## src/rtl/pbpm_pkg.sv

```systemverilog
// Shared types, constants and codes for the packet buffer pool manager.
package pbpm_pkg;

   localparam int TX_POOL_SIZE_DEF  = 16;
   localparam int RX_POOL_SIZE_DEF  = 16;
   localparam int HEADROOM_DEF      = 64;
   localparam int FRAME_MAX_DEF     = 1600;
   localparam int BUFFER_STRIDE_DEF = 2048;

   localparam int IDX_W = 4;
   localparam int LEN_W = 11;
   localparam int CNT_W = 8;
   localparam int TOP_W = 5;
   localparam int ADDR_W = 32;

   typedef enum logic [2:0] {
      MODE_ALLOC_TX = 3'd0,
      MODE_ALLOC_RX = 3'd1,
      MODE_REF      = 3'd2,
      MODE_RELEASE  = 3'd3,
      MODE_PUSH     = 3'd4,
      MODE_PULL     = 3'd5,
      MODE_PUT      = 3'd6,
      MODE_UNUSED   = 3'd7
   } mode_type;

   typedef enum logic [2:0] {
      ST_OK     = 3'd0,
      ST_EMPTY  = 3'd1,
      ST_NOBUF  = 3'd2,
      ST_BOUNDS = 3'd3,
      ST_SAT    = 3'd4
   } status_type;

   localparam logic CSR_TX_BASE = 1'b0;
   localparam logic CSR_RX_BASE = 1'b1;

   // Controller to datapath commands.
   typedef struct packed {
      logic capture;   // latch request and read tables
      logic execute;   // compute, update state, load result
   } cmd_type;

   typedef struct packed {
      logic done;      // result register loaded
   } stat_type;

endpackage

```

## src/rtl/pbpm_ctrl.sv

```systemverilog
// Controller state machine: capture, execute, then hold result until taken.
module pbpm_ctrl
   import pbpm_pkg::*;
(
   input  logic     clock,
   input  logic     reset,
   input  logic     req_valid,
   output logic     req_ready,
   output logic     rsp_valid,
   input  logic     rsp_ready,
   output cmd_type  cmd,
   input  stat_type stat
);

   typedef enum logic [2:0] {
      S_IDLE = 3'b001,
      S_EXEC = 3'b010,
      S_RESP = 3'b100
   } state_type;

   state_type state_ff, state_in;

   always_comb begin
      state_in = state_ff;
      case (state_ff)
         S_IDLE: if (req_valid) state_in = S_EXEC;
         S_EXEC: state_in = S_RESP;
         S_RESP: if (rsp_ready) state_in = S_IDLE;
         default: state_in = S_IDLE;
      endcase
   end

   always_ff @(posedge clock) begin
      if (reset) state_ff <= S_IDLE;
      else state_ff <= state_in;
   end

   assign req_ready   = (state_ff == S_IDLE);
   assign rsp_valid   = (state_ff == S_RESP);
   assign cmd.capture = req_valid && req_ready;
   assign cmd.execute = (state_ff == S_EXEC);

   a_exec_follows: assert property (@(posedge clock) disable iff (reset)
      cmd.capture |=> cmd.execute) else $error("execute did not follow capture");
   a_done_resp: assert property (@(posedge clock) disable iff (reset)
      cmd.execute |=> (rsp_valid && stat.done)) else $error("result not presented");
   a_exclusive: assert property (@(posedge clock) disable iff (reset)
      !(req_ready && rsp_valid)) else $error("ready while result pending");

endmodule

```

## src/rtl/pbpm_dp.sv

```systemverilog
// Datapath: free stacks, per-buffer tables, bounds checks and result register.
module pbpm_dp
   import pbpm_pkg::*;
#(
   parameter int TX_POOL_SIZE  = TX_POOL_SIZE_DEF,
   parameter int RX_POOL_SIZE  = RX_POOL_SIZE_DEF,
   parameter int HEADROOM      = HEADROOM_DEF,
   parameter int FRAME_MAX     = FRAME_MAX_DEF,
   parameter int BUFFER_STRIDE = BUFFER_STRIDE_DEF
)
(
   input  logic               clock,
   input  logic               reset,
   input  cmd_type            cmd,
   output stat_type           stat,
   input  logic               csr_valid,
   input  logic [0:0]         csr_index,
   input  logic [ADDR_W-1:0]  csr_data,
   input  logic [2:0]         req_mode,
   input  logic               req_buffer_pool,
   input  logic [IDX_W-1:0]   req_buffer_index,
   input  logic [LEN_W-1:0]   req_request_length,
   output logic [2:0]         rsp_status,
   output logic               rsp_result_pool,
   output logic [IDX_W-1:0]   rsp_result_index,
   output logic [LEN_W-1:0]   rsp_region_offset,
   output logic [LEN_W-1:0]   rsp_frame_length,
   output logic [ADDR_W-1:0]  rsp_region_address,
   output logic [CNT_W-1:0]   rsp_reference_count,
   output logic               rsp_released,
   output logic [TOP_W-1:0]   rsp_tx_free_count,
   output logic [TOP_W-1:0]   rsp_rx_free_count
);

   localparam int SLOTS  = 2 * (1 << IDX_W);
   localparam int SLOT_W = IDX_W + 1;
   localparam int WIDE_W = 16;
   localparam logic [WIDE_W-1:0] LIMIT = WIDE_W'(HEADROOM + FRAME_MAX);

   logic [ADDR_W-1:0] tx_base_ff, rx_base_ff;
   logic [IDX_W-1:0]  tx_stack_ff [1 << IDX_W];
   logic [IDX_W-1:0]  rx_stack_ff [1 << IDX_W];
   logic [TOP_W-1:0]  tx_top_ff, rx_top_ff;
   logic [CNT_W-1:0]  cnt_ff [SLOTS];
   logic [LEN_W-1:0]  off_ff [SLOTS];
   logic [LEN_W-1:0]  flen_ff [SLOTS];

   // Captured request and operands read in the capture cycle.
   mode_type          mode_ff;
   logic              pool_ff;
   logic [IDX_W-1:0]  idx_ff;
   logic [LEN_W-1:0]  len_ff;
   logic [CNT_W-1:0]  rcnt_ff;
   logic [LEN_W-1:0]  roff_ff, rflen_ff;
   logic [IDX_W-1:0]  pop_ff;
   logic              empty_ff;

   logic [SLOT_W-1:0] cap_slot;
   logic [TOP_W-1:0]  cap_top;
   logic              cap_alloc_rx;

   assign cap_alloc_rx = (req_mode == MODE_ALLOC_RX);
   assign cap_top  = cap_alloc_rx ? rx_top_ff : tx_top_ff;
   assign cap_slot = {req_buffer_pool, req_buffer_index};

   always_ff @(posedge clock) begin
      if (cmd.capture) begin
         mode_ff  <= mode_type'(req_mode);
         pool_ff  <= req_buffer_pool;
         idx_ff   <= req_buffer_index;
         len_ff   <= req_request_length;
         rcnt_ff  <= cnt_ff[cap_slot];
         roff_ff  <= off_ff[cap_slot];
         rflen_ff <= flen_ff[cap_slot];
         empty_ff <= (cap_top == '0);
         pop_ff   <= cap_alloc_rx ? rx_stack_ff[IDX_W'(cap_top - 1'b1)]
                                  : tx_stack_ff[IDX_W'(cap_top - 1'b1)];
      end
   end

   // Execute-cycle evaluation.
   logic [2:0]        st;
   logic              w_pool;
   logic [IDX_W-1:0]  w_idx;
   logic [LEN_W-1:0]  w_off, w_flen;
   logic [CNT_W-1:0]  w_cnt;
   logic              w_rel, w_region, upd;
   logic [LEN_W-1:0]  n_off, n_flen;
   logic [CNT_W-1:0]  n_cnt;
   logic              do_pop, do_push;
   logic [WIDE_W-1:0] tail_w;
   logic              bad_idx;
   logic [TOP_W-1:0]  ptop;
   int unsigned       psize;

   always_comb begin
      st = ST_OK; w_pool = pool_ff; w_idx = idx_ff; w_off = '0; w_flen = '0;
      w_cnt = '0; w_rel = 1'b0; w_region = 1'b0; upd = 1'b0;
      n_off = roff_ff; n_flen = rflen_ff; n_cnt = rcnt_ff;
      do_pop = 1'b0; do_push = 1'b0;
      tail_w = WIDE_W'(roff_ff) + WIDE_W'(rflen_ff);
      psize = pool_ff ? RX_POOL_SIZE : TX_POOL_SIZE;
      ptop = pool_ff ? rx_top_ff : tx_top_ff;
      bad_idx = (32'(idx_ff) >= psize);
      if (mode_ff == MODE_ALLOC_TX || mode_ff == MODE_ALLOC_RX) begin
         w_pool = (mode_ff == MODE_ALLOC_RX);
         if (empty_ff) begin
            st = ST_EMPTY; w_idx = '0;
         end else begin
            w_idx = pop_ff; do_pop = 1'b1; upd = 1'b1;
            n_cnt = CNT_W'(1); n_off = LEN_W'(HEADROOM); n_flen = '0;
            w_cnt = n_cnt; w_region = 1'b1;
         end
      end else if (mode_ff == MODE_UNUSED || bad_idx) begin
         st = ST_NOBUF;
      end else begin
         w_cnt = rcnt_ff;
         if (rcnt_ff == '0) begin
            st = ST_NOBUF;
         end else begin
            case (mode_ff)
               MODE_REF: begin
                  if (rcnt_ff == '1) st = ST_SAT;
                  else begin
                     n_cnt = rcnt_ff + 1'b1; upd = 1'b1; w_cnt = n_cnt; w_region = 1'b1;
                  end
               end
               MODE_RELEASE: begin
                  n_cnt = rcnt_ff - 1'b1; upd = 1'b1; w_cnt = n_cnt; w_region = 1'b1;
                  if (n_cnt == '0) begin
                     w_rel = 1'b1;
                     do_push = (32'(ptop) < psize);
                  end
               end
               MODE_PUSH: begin
                  if (len_ff > roff_ff) st = ST_BOUNDS;
                  else begin
                     n_off = roff_ff - len_ff; n_flen = rflen_ff + len_ff;
                     upd = 1'b1; w_region = 1'b1;
                  end
               end
               MODE_PULL: begin
                  if (len_ff > rflen_ff) st = ST_BOUNDS;
                  else begin
                     n_off = roff_ff + len_ff; n_flen = rflen_ff - len_ff;
                     upd = 1'b1; w_region = 1'b1;
                  end
               end
               default: begin
                  if (tail_w + WIDE_W'(len_ff) > LIMIT) st = ST_BOUNDS;
                  else begin
                     n_flen = rflen_ff + len_ff; upd = 1'b1;
                     w_off = LEN_W'(tail_w); w_flen = n_flen;
                  end
               end
            endcase
         end
      end
      if (w_region) begin
         w_off = n_off; w_flen = n_flen;
      end
   end

   logic [SLOT_W-1:0] w_slot;
   logic [ADDR_W-1:0] w_addr;
   logic              any_region;
   assign w_slot = {w_pool, w_idx};
   assign any_region = (st == ST_OK) && (mode_ff != MODE_UNUSED);
   assign w_addr = any_region ? ((w_pool ? rx_base_ff : tx_base_ff)
                   + ADDR_W'(w_idx) * ADDR_W'(BUFFER_STRIDE) + ADDR_W'(w_off)) : '0;

   always_ff @(posedge clock) begin
      if (reset) begin
         tx_top_ff <= TOP_W'(TX_POOL_SIZE);
         rx_top_ff <= TOP_W'(RX_POOL_SIZE);
         tx_base_ff <= '0;
         rx_base_ff <= '0;
         for (int i = 0; i < (1 << IDX_W); i++) begin
            tx_stack_ff[i] <= IDX_W'(i);
            rx_stack_ff[i] <= IDX_W'(i);
         end
         for (int i = 0; i < SLOTS; i++) cnt_ff[i] <= '0;
      end else begin
         if (csr_valid) begin
            if (csr_index == CSR_TX_BASE) tx_base_ff <= csr_data;
            else rx_base_ff <= csr_data;
         end
         if (cmd.execute) begin
            if (upd) cnt_ff[w_slot] <= n_cnt;
            if (do_pop) begin
               if (w_pool) rx_top_ff <= rx_top_ff - 1'b1;
               else tx_top_ff <= tx_top_ff - 1'b1;
            end
            if (do_push) begin
               if (w_pool) begin
                  rx_stack_ff[IDX_W'(rx_top_ff)] <= w_idx;
                  rx_top_ff <= rx_top_ff + 1'b1;
               end else begin
                  tx_stack_ff[IDX_W'(tx_top_ff)] <= w_idx;
                  tx_top_ff <= tx_top_ff + 1'b1;
               end
            end
         end
      end
   end

   always_ff @(posedge clock) begin
      if (cmd.execute && upd) begin
         off_ff[w_slot]  <= n_off;
         flen_ff[w_slot] <= n_flen;
      end
   end

   // Result register; free counts sampled after the update.
   logic [TOP_W-1:0] ntx, nrx;
   always_comb begin
      ntx = tx_top_ff; nrx = rx_top_ff;
      if (do_pop) begin
         if (w_pool) nrx = rx_top_ff - 1'b1; else ntx = tx_top_ff - 1'b1;
      end
      if (do_push) begin
         if (w_pool) nrx = rx_top_ff + 1'b1; else ntx = tx_top_ff + 1'b1;
      end
   end

   always_ff @(posedge clock) begin
      if (cmd.execute) begin
         rsp_status          <= st;
         rsp_result_pool     <= w_pool;
         rsp_result_index    <= w_idx;
         rsp_region_offset   <= any_region ? w_off : '0;
         rsp_frame_length    <= any_region ? w_flen : '0;
         rsp_region_address  <= w_addr;
         rsp_reference_count <= w_cnt;
         rsp_released        <= (st == ST_OK) && w_rel;
         rsp_tx_free_count   <= ntx;
         rsp_rx_free_count   <= nrx;
      end
   end

   always_ff @(posedge clock) begin
      if (reset) stat.done <= 1'b0;
      else stat.done <= cmd.execute;
   end

   a_top_range: assert property (@(posedge clock) disable iff (reset)
      32'(tx_top_ff) <= TX_POOL_SIZE) else $error("tx free top out of range");
   a_pop_nonempty: assert property (@(posedge clock) disable iff (reset)
      cmd.execute && do_pop |-> !empty_ff) else $error("pop from empty pool");
   a_no_pop_push: assert property (@(posedge clock) disable iff (reset)
      !(do_pop && do_push)) else $error("pop and push together");

endmodule

```

## src/rtl/packet_buffer_pool_manager.sv

```systemverilog
// Top level of the packet buffer pool manager: controller plus datapath.
// An accepted item passes capture/read, then execute, which loads the result register.
// A new item is not accepted until the result is taken: the
//   result register is held until rsp_ready, and ready drops meanwhile.
// The read-modify-write of the per-buffer tables and free stacks is why items do not overlap.
// Reset: synchronous active high; free stacks reload with index i at entry i,
//   free counts to pool size, reference counts and pool bases to zero, at once.
module packet_buffer_pool_manager
   import pbpm_pkg::*;
#(
   parameter int TX_POOL_SIZE  = TX_POOL_SIZE_DEF,
   parameter int RX_POOL_SIZE  = RX_POOL_SIZE_DEF,
   parameter int HEADROOM      = HEADROOM_DEF,
   parameter int FRAME_MAX     = FRAME_MAX_DEF,
   parameter int BUFFER_STRIDE = BUFFER_STRIDE_DEF
)
(
   input  logic              clock,
   input  logic              reset,
   input  logic              csr_valid,
   output logic              csr_ready,
   input  logic [0:0]        csr_index,
   input  logic [ADDR_W-1:0] csr_data,
   input  logic              req_valid,
   output logic              req_ready,
   input  logic [2:0]        req_mode,
   input  logic              req_buffer_pool,
   input  logic [IDX_W-1:0]  req_buffer_index,
   input  logic [LEN_W-1:0]  req_request_length,
   output logic              rsp_valid,
   input  logic              rsp_ready,
   output logic [2:0]        rsp_status,
   output logic              rsp_result_pool,
   output logic [IDX_W-1:0]  rsp_result_index,
   output logic [LEN_W-1:0]  rsp_region_offset,
   output logic [LEN_W-1:0]  rsp_frame_length,
   output logic [ADDR_W-1:0] rsp_region_address,
   output logic [CNT_W-1:0]  rsp_reference_count,
   output logic              rsp_released,
   output logic [TOP_W-1:0]  rsp_tx_free_count,
   output logic [TOP_W-1:0]  rsp_rx_free_count
);

   cmd_type  cmd;
   stat_type stat;

   // Configuration writes are always taken.
   assign csr_ready = 1'b1;

   pbpm_ctrl u_ctrl (
      .clock, .reset, .req_valid, .req_ready, .rsp_valid, .rsp_ready,
      .cmd, .stat
   );

   pbpm_dp #(
      .TX_POOL_SIZE(TX_POOL_SIZE), .RX_POOL_SIZE(RX_POOL_SIZE),
      .HEADROOM(HEADROOM), .FRAME_MAX(FRAME_MAX), .BUFFER_STRIDE(BUFFER_STRIDE)
   ) u_dp (
      .clock, .reset, .cmd, .stat,
      .csr_valid, .csr_index, .csr_data,
      .req_mode, .req_buffer_pool, .req_buffer_index, .req_request_length,
      .rsp_status, .rsp_result_pool, .rsp_result_index, .rsp_region_offset,
      .rsp_frame_length, .rsp_region_address, .rsp_reference_count,
      .rsp_released, .rsp_tx_free_count, .rsp_rx_free_count
   );

endmodule
```

## config.mk

```make
export PLATFORM = sky130hd
export DESIGN_NAME = packet_buffer_pool_manager
export DESIGN_NICKNAME = d
export VERILOG_FILES = /design/src/rtl/pbpm_pkg.sv /design/src/rtl/pbpm_ctrl.sv /design/src/rtl/pbpm_dp.sv /design/src/rtl/packet_buffer_pool_manager.sv
export SDC_FILE = /design/constraint.sdc
export NUM_CORES = 2
export LEC_CHECK = 0
export ABC_AREA = 1
export BUFFER_PORTS_ARGS = -buffer_cell sky130_fd_sc_hd__buf_2
export CAP_MARGIN = 20
export CORE_MARGIN = 2
export CORE_UTILIZATION = 63
export DETAILED_ROUTE_END_ITERATION = 16
export GPL_TIMING_DRIVEN = 1
export PLACE_DENSITY = 0.84
export REMOVE_ABC_BUFFERS = 1
export SYNTH_ARGS = -nofsm -noshare
export SYNTH_HDL_FRONTEND = slang
export SYNTH_SLANG_ARGS = --single-unit
```

## constraint.sdc

```tcl
create_clock -name clock -period 11.6 [get_ports clock]
set_input_delay 1.74 -clock clock [delete_from_list [all_inputs] [get_ports clock]]
set_output_delay 1.74 -clock clock [all_outputs]
set_load 0.005 [all_outputs]
```

==> results.toml <==
[timing]
fin_ws_ps = 4440
hold_viol = 0
rsz_0062_raised_after_global_routing = "no"
fin_tns_setup_ps = 0
max_clock_skew_ps = 38.7
period_share_pct = 61.7
clock.fmax_mhz = 140
worstMarginPinSlew_ps = 1180
max_slew_margin_pct = 20.6
setup_viol = 0
layout_min_cycle_time_ps = 7160
drv_slew = 0

[clock_network]
clk_path_buf_depth = 3
post_cts_resize_count = 0
postCtsSetupBuffers = 0
path_clk_slew_ps = 60
clock-sinks = 1300
tritoncts = "yes"
clock_insertion_delay_worst_skew_ps = 780
cts-htree-levels = 4
tritoncts.num_buffers = 130
hold_buffers = 0
ctsRootBufferMaster = "sky130_fd_sc_hd__clkbuf_16"

[power_and_ir_drop]
seq_power_share_pct = 47.5
power_per_cell_area_nw_per_um2 = 178
power.static_leakage_uw = 0.0233
power_report.internal_total_uw = 8310
combinationalPowerShare_pct = 16.3
switching_part_of_the_total_pct = 28.4
clock_power_share_pct = 36.2
power.net_switching_uw = 3290
peak_supply_drop_mv = 0.120

[routing]
wl_per_cell_microns = 24.7
drt_wl_total_microns = 169000
initialDrtViolationCount = 7514
drt_pass1_iterations = 9
drcViolationCount = 0
route.detailed.vias_per_inst = 6.59
via_total_after_detailed_routing = 45100
drtAntennaViolNets = 0

[critical_path]
cp.arrival_ps = 7650
crit_path_max_fanout = 14
critical_path_class = "flip-flop to flip-flop"
regToRegEndpoint = "u_dp.rsp_region_address[30]"
timing.critical_path.slowest_cell_delay_ps = 490
worst_r2r_startpoint = "u_dp.rflen_ff[0]"
critical_path_cell_count = 38
critical_path_buf_inv_count = 4
cp_endpoint_kind = "flip-flop"
cp_common_cell = "sky130_fd_sc_hd__nand2_1"
critical_path.top_delay_family = "simple AND/OR/NAND/NOR gates"
worst-endpoint-required_ps = 12090
r2r.worst_path.cells = 38
slowest_stage_cell_cp = "sky130_fd_sc_hd__edfxtp_1"
worst-r2r-setup-slack_ps = 4440
setup.worst_path.start_class = "flip-flop"

[finish]
multi_input_area_sq_um = 18400
areaGrowthSynthToFinish_pct = 10.6
fill_cells = 6096
design.final.nets = 5642
fraction_of_final_layout_cells_with_drive_strength_greater_than_1_pct = 9.57
utilization_pct = 70.1
register_area_sq_um = 38300
finalNonFillerCells = 6838

[yosys]
postSynthCellCount = 5478
main_combinational_cell_family_by_area_after_synthesis = "simple AND/OR/NAND/NOR gates"
share_of_synthesized_cell_area_in_and_or_nand_and_nor_gates_pct = 15.0
postSynth.topFlopCell = "sky130_fd_sc_hd__edfxtp_1"
synth.largest_area_cell = "sky130_fd_sc_hd__edfxtp_1"
muxShareOfSynthArea_pct = 0
synth.cells.most_frequent = "sky130_fd_sc_hd__edfxtp_1 (1,223), sky130_fd_sc_hd__nor2_1 (1,037), sky130_fd_sc_hd__o21ai_0 (748)"
synthAdderAreaFrac_pct = 2.23
post-synth-top-area-fraction_pct = 62.1
post_synth_xor_area_fraction_pct = 1.04
synth_cell_type_count = 58
synth_compound_area_share_pct = 12.7
synth_seq_cells = 1300
synth_area_per_cell_sq_um = 10.8
synth_async_sr_flop_share_pct = 0
yosys.cell_count.top_type = "sky130_fd_sc_hd__edfxtp_1"
synth.cell_area_sq_um = 59100
yosysSeqAreaShare_pct = 64.8
synth_enable_flop_cells = 1223
yosysWarnings = 0
synth_top_cells_by_area = "sky130_fd_sc_hd__edfxtp_1 (62%), sky130_fd_sc_hd__nor2_1 (6.6%), sky130_fd_sc_hd__o21ai_0 (6.3%), sky130_fd_sc_hd__nand2_1 (3.7%), sky130_fd_sc_hd__o221ai_1 (3.0%)"

[placement]
port_buffers = 139
detailedPlacementHpwl_microns = 103000
detailedPlace.worstSlack_ps = 4570
numPlacedInstances = 6594
place_congestion = 0.950

[grt]
initial_antenna_violation_count = 6
overflow = 0
vias_in_the_first_global_route = 42200
grt_max_degree = 198
grtUsageTotal_pct = 34.7
wire_length_of_the_first_global_routing_pass_microns = 251000

[hold_path]
worst_case_hold_path_end_point = "u_dp.tx_base_ff[26]"
hold_path_depth = 2
hp-start = "u_dp.tx_base_ff[26]"
hp-class = "flip-flop to flip-flop"

[die]
coreArea_sq_um = 93200
ioPinCount = 141
die_height_microns = 310
start_util_pct = 63.4
die-area_sq_um = 96300
floorplan.die.width_microns = 310
placementRows = 112

[outcome]
status = "finished clean"

[flow_run]
maxCapViolCount = 0
-- tightest hold or removal path: stages (launching register included) --
cell and delay (ps):
sky130_fd_sc_hd__dfxtp_1 300, sky130_fd_sc_hd__inv_1 50, sky130_fd_sc_hd__a21oi_1 50
-- through the flow --
step           total power, uW  cell area, sq um  hold WS, ps
6_report                 11600             65300          446
5_1_grt                  11900             65300          462
4_1_cts                  11500             65000          448
3_5_place_dp              7360             60800          439
3_3_place_gp              7310             60700          434
2_1_floorplan             6660             57700          427
-- cell usage in the layout, fill, tap and decap left out, types with 7 or more instances in the layout --
cell type | netlist | final
sky130_fd_sc_hd__clkbuf_16 | 0 | 130
sky130_fd_sc_hd__buf_2 | 21 | 135
sky130_fd_sc_hd__a21oi_1 | 121 | 115
sky130_fd_sc_hd__nor4_1 | 9 | 9
sky130_fd_sc_hd__clkinv_1 | 4 | 25
sky130_fd_sc_hd__a32oi_1 | 27 | 27
sky130_fd_sc_hd__nor2_2 | 12 | 18
sky130_fd_sc_hd__a31oi_1 | 41 | 41
sky130_fd_sc_hd__xor2_1 | 50 | 50
sky130_fd_sc_hd__inv_2 | 12 | 13
sky130_fd_sc_hd__nor3_1 | 159 | 158
sky130_fd_sc_hd__dfxtp_1 | 77 | 77
sky130_fd_sc_hd__o211ai_1 | 19 | 19
sky130_fd_sc_hd__bufinv_16 | 0 | 10
sky130_fd_sc_hd__nand3_2 | 13 | 13
sky130_fd_sc_hd__o221ai_1 | 203 | 203
sky130_fd_sc_hd__ha_1 | 94 | 94
sky130_fd_sc_hd__nand4_1 | 24 | 24
sky130_fd_sc_hd__clkinv_2 | 0 | 14
sky130_fd_sc_hd__nand4_2 | 18 | 18
sky130_fd_sc_hd__edfxtp_1 | 1223 | 1223
sky130_fd_sc_hd__nor3_2 | 8 | 9
sky130_fd_sc_hd__nand2_1 | 577 | 577
sky130_fd_sc_hd__or2_2 | 10 | 10
sky130_fd_sc_hd__nand2_2 | 9 | 9
sky130_fd_sc_hd__xnor2_1 | 18 | 18
sky130_fd_sc_hd__o21ai_0 | 748 | 742
sky130_fd_sc_hd__inv_1 | 287 | 281
sky130_fd_sc_hd__o22ai_1 | 81 | 81
sky130_fd_sc_hd__nand3_1 | 182 | 182
sky130_fd_sc_hd__fa_1 | 7 | 7
sky130_fd_sc_hd__buf_16 | 0 | 12
sky130_fd_sc_hd__nor2_1 | 1037 | 1030
sky130_fd_sc_hd__clkbuf_1 | 309 | 30
sky130_fd_sc_hd__buf_4 | 3 | 66
-- worst max-delay path by stage --
stage                                  end               start
6_report       u_dp.rsp_region_address[30]    u_dp.rflen_ff[0]
5_1_grt        u_dp.rsp_region_address[30]    u_dp.rflen_ff[0]
4_1_cts        u_dp.rsp_region_address[30]    u_dp.rflen_ff[0]
3_5_place_dp   u_dp.rsp_region_address[30]    u_dp.rflen_ff[0]
3_3_place_gp   u_dp.rsp_region_address[30]    u_dp.rflen_ff[0]
2_1_floorplan          u_dp.flen_ff[25][0]  u_ctrl.state_ff[1]
-- cells by family after synthesis --
family                   Yosys count
flip-flops                      1300
other                              1
AO/OA/AOI/OAI                   1269
adder cells (fa/ha/maj)          101
AND/OR/NAND/NOR                 2082
buffers and inverters            656
XOR/XNOR                          69
-- layer usage --
metal | global-route usage (%) | vias up | share of wire [%]
met4 | 18.4 | 6 | 5.4
met2 | 54.4 | 3564 | 46
met5 | 0 | - | 0.025
met1 | 45.5 | 21300 | 35
met3 | 8.11 | 590 | 13
li1 | - | 19600 | -
-- layout make-up --
class	count	share of cell area (%)
clock inverters	65	1.28
repair buffers	223	2.55
multi-input cells	3522	28.2
inverters	307	1.81
diodes	2	0.00766
well taps	1254	2.40
flip-flops and latches	1300	58.6
clock buffers	165	5.24
-- sequential cells by signal, indices dropped and copies added (netlist names), 5 cells and up --
| signal | flops |
|---|---|
| u_dp.cnt_ff | 256 |
| u_dp.flen_ff | 352 |
| u_dp.len_ff | 11 |
| u_dp.off_ff | 352 |
| u_dp.rcnt_ff | 8 |
| u_dp.rflen_ff | 11 |
| u_dp.roff_ff | 11 |
| u_dp.rsp_frame_length | 11 |
| u_dp.rsp_reference_count | 8 |
| u_dp.rsp_region_address | 32 |
| u_dp.rsp_region_offset | 11 |
| u_dp.rsp_rx_free_count | 5 |
| u_dp.rsp_tx_free_count | 5 |
| u_dp.rx_base_ff | 32 |
| u_dp.rx_stack_ff | 64 |
| u_dp.rx_top_ff | 5 |
| u_dp.tx_base_ff | 32 |
| u_dp.tx_stack_ff | 64 |
| u_dp.tx_top_ff | 5 |
-- power by group through the flow --
| stage | clock, uW | sequential (uW) | combinational (uW) |
|---|---|---|---|
| detailed placement | 0 | 5620 | 1740 |
| global route | 4370 | 5510 | 2030 |
| global placement | 0 | 5610 | 1700 |
| finish | 4200 | 5510 | 1890 |
| floorplan | 0 | 5600 | 1060 |
| CTS | 4200 | 5520 | 1760 |
Power figures use the tool's default switching activity.
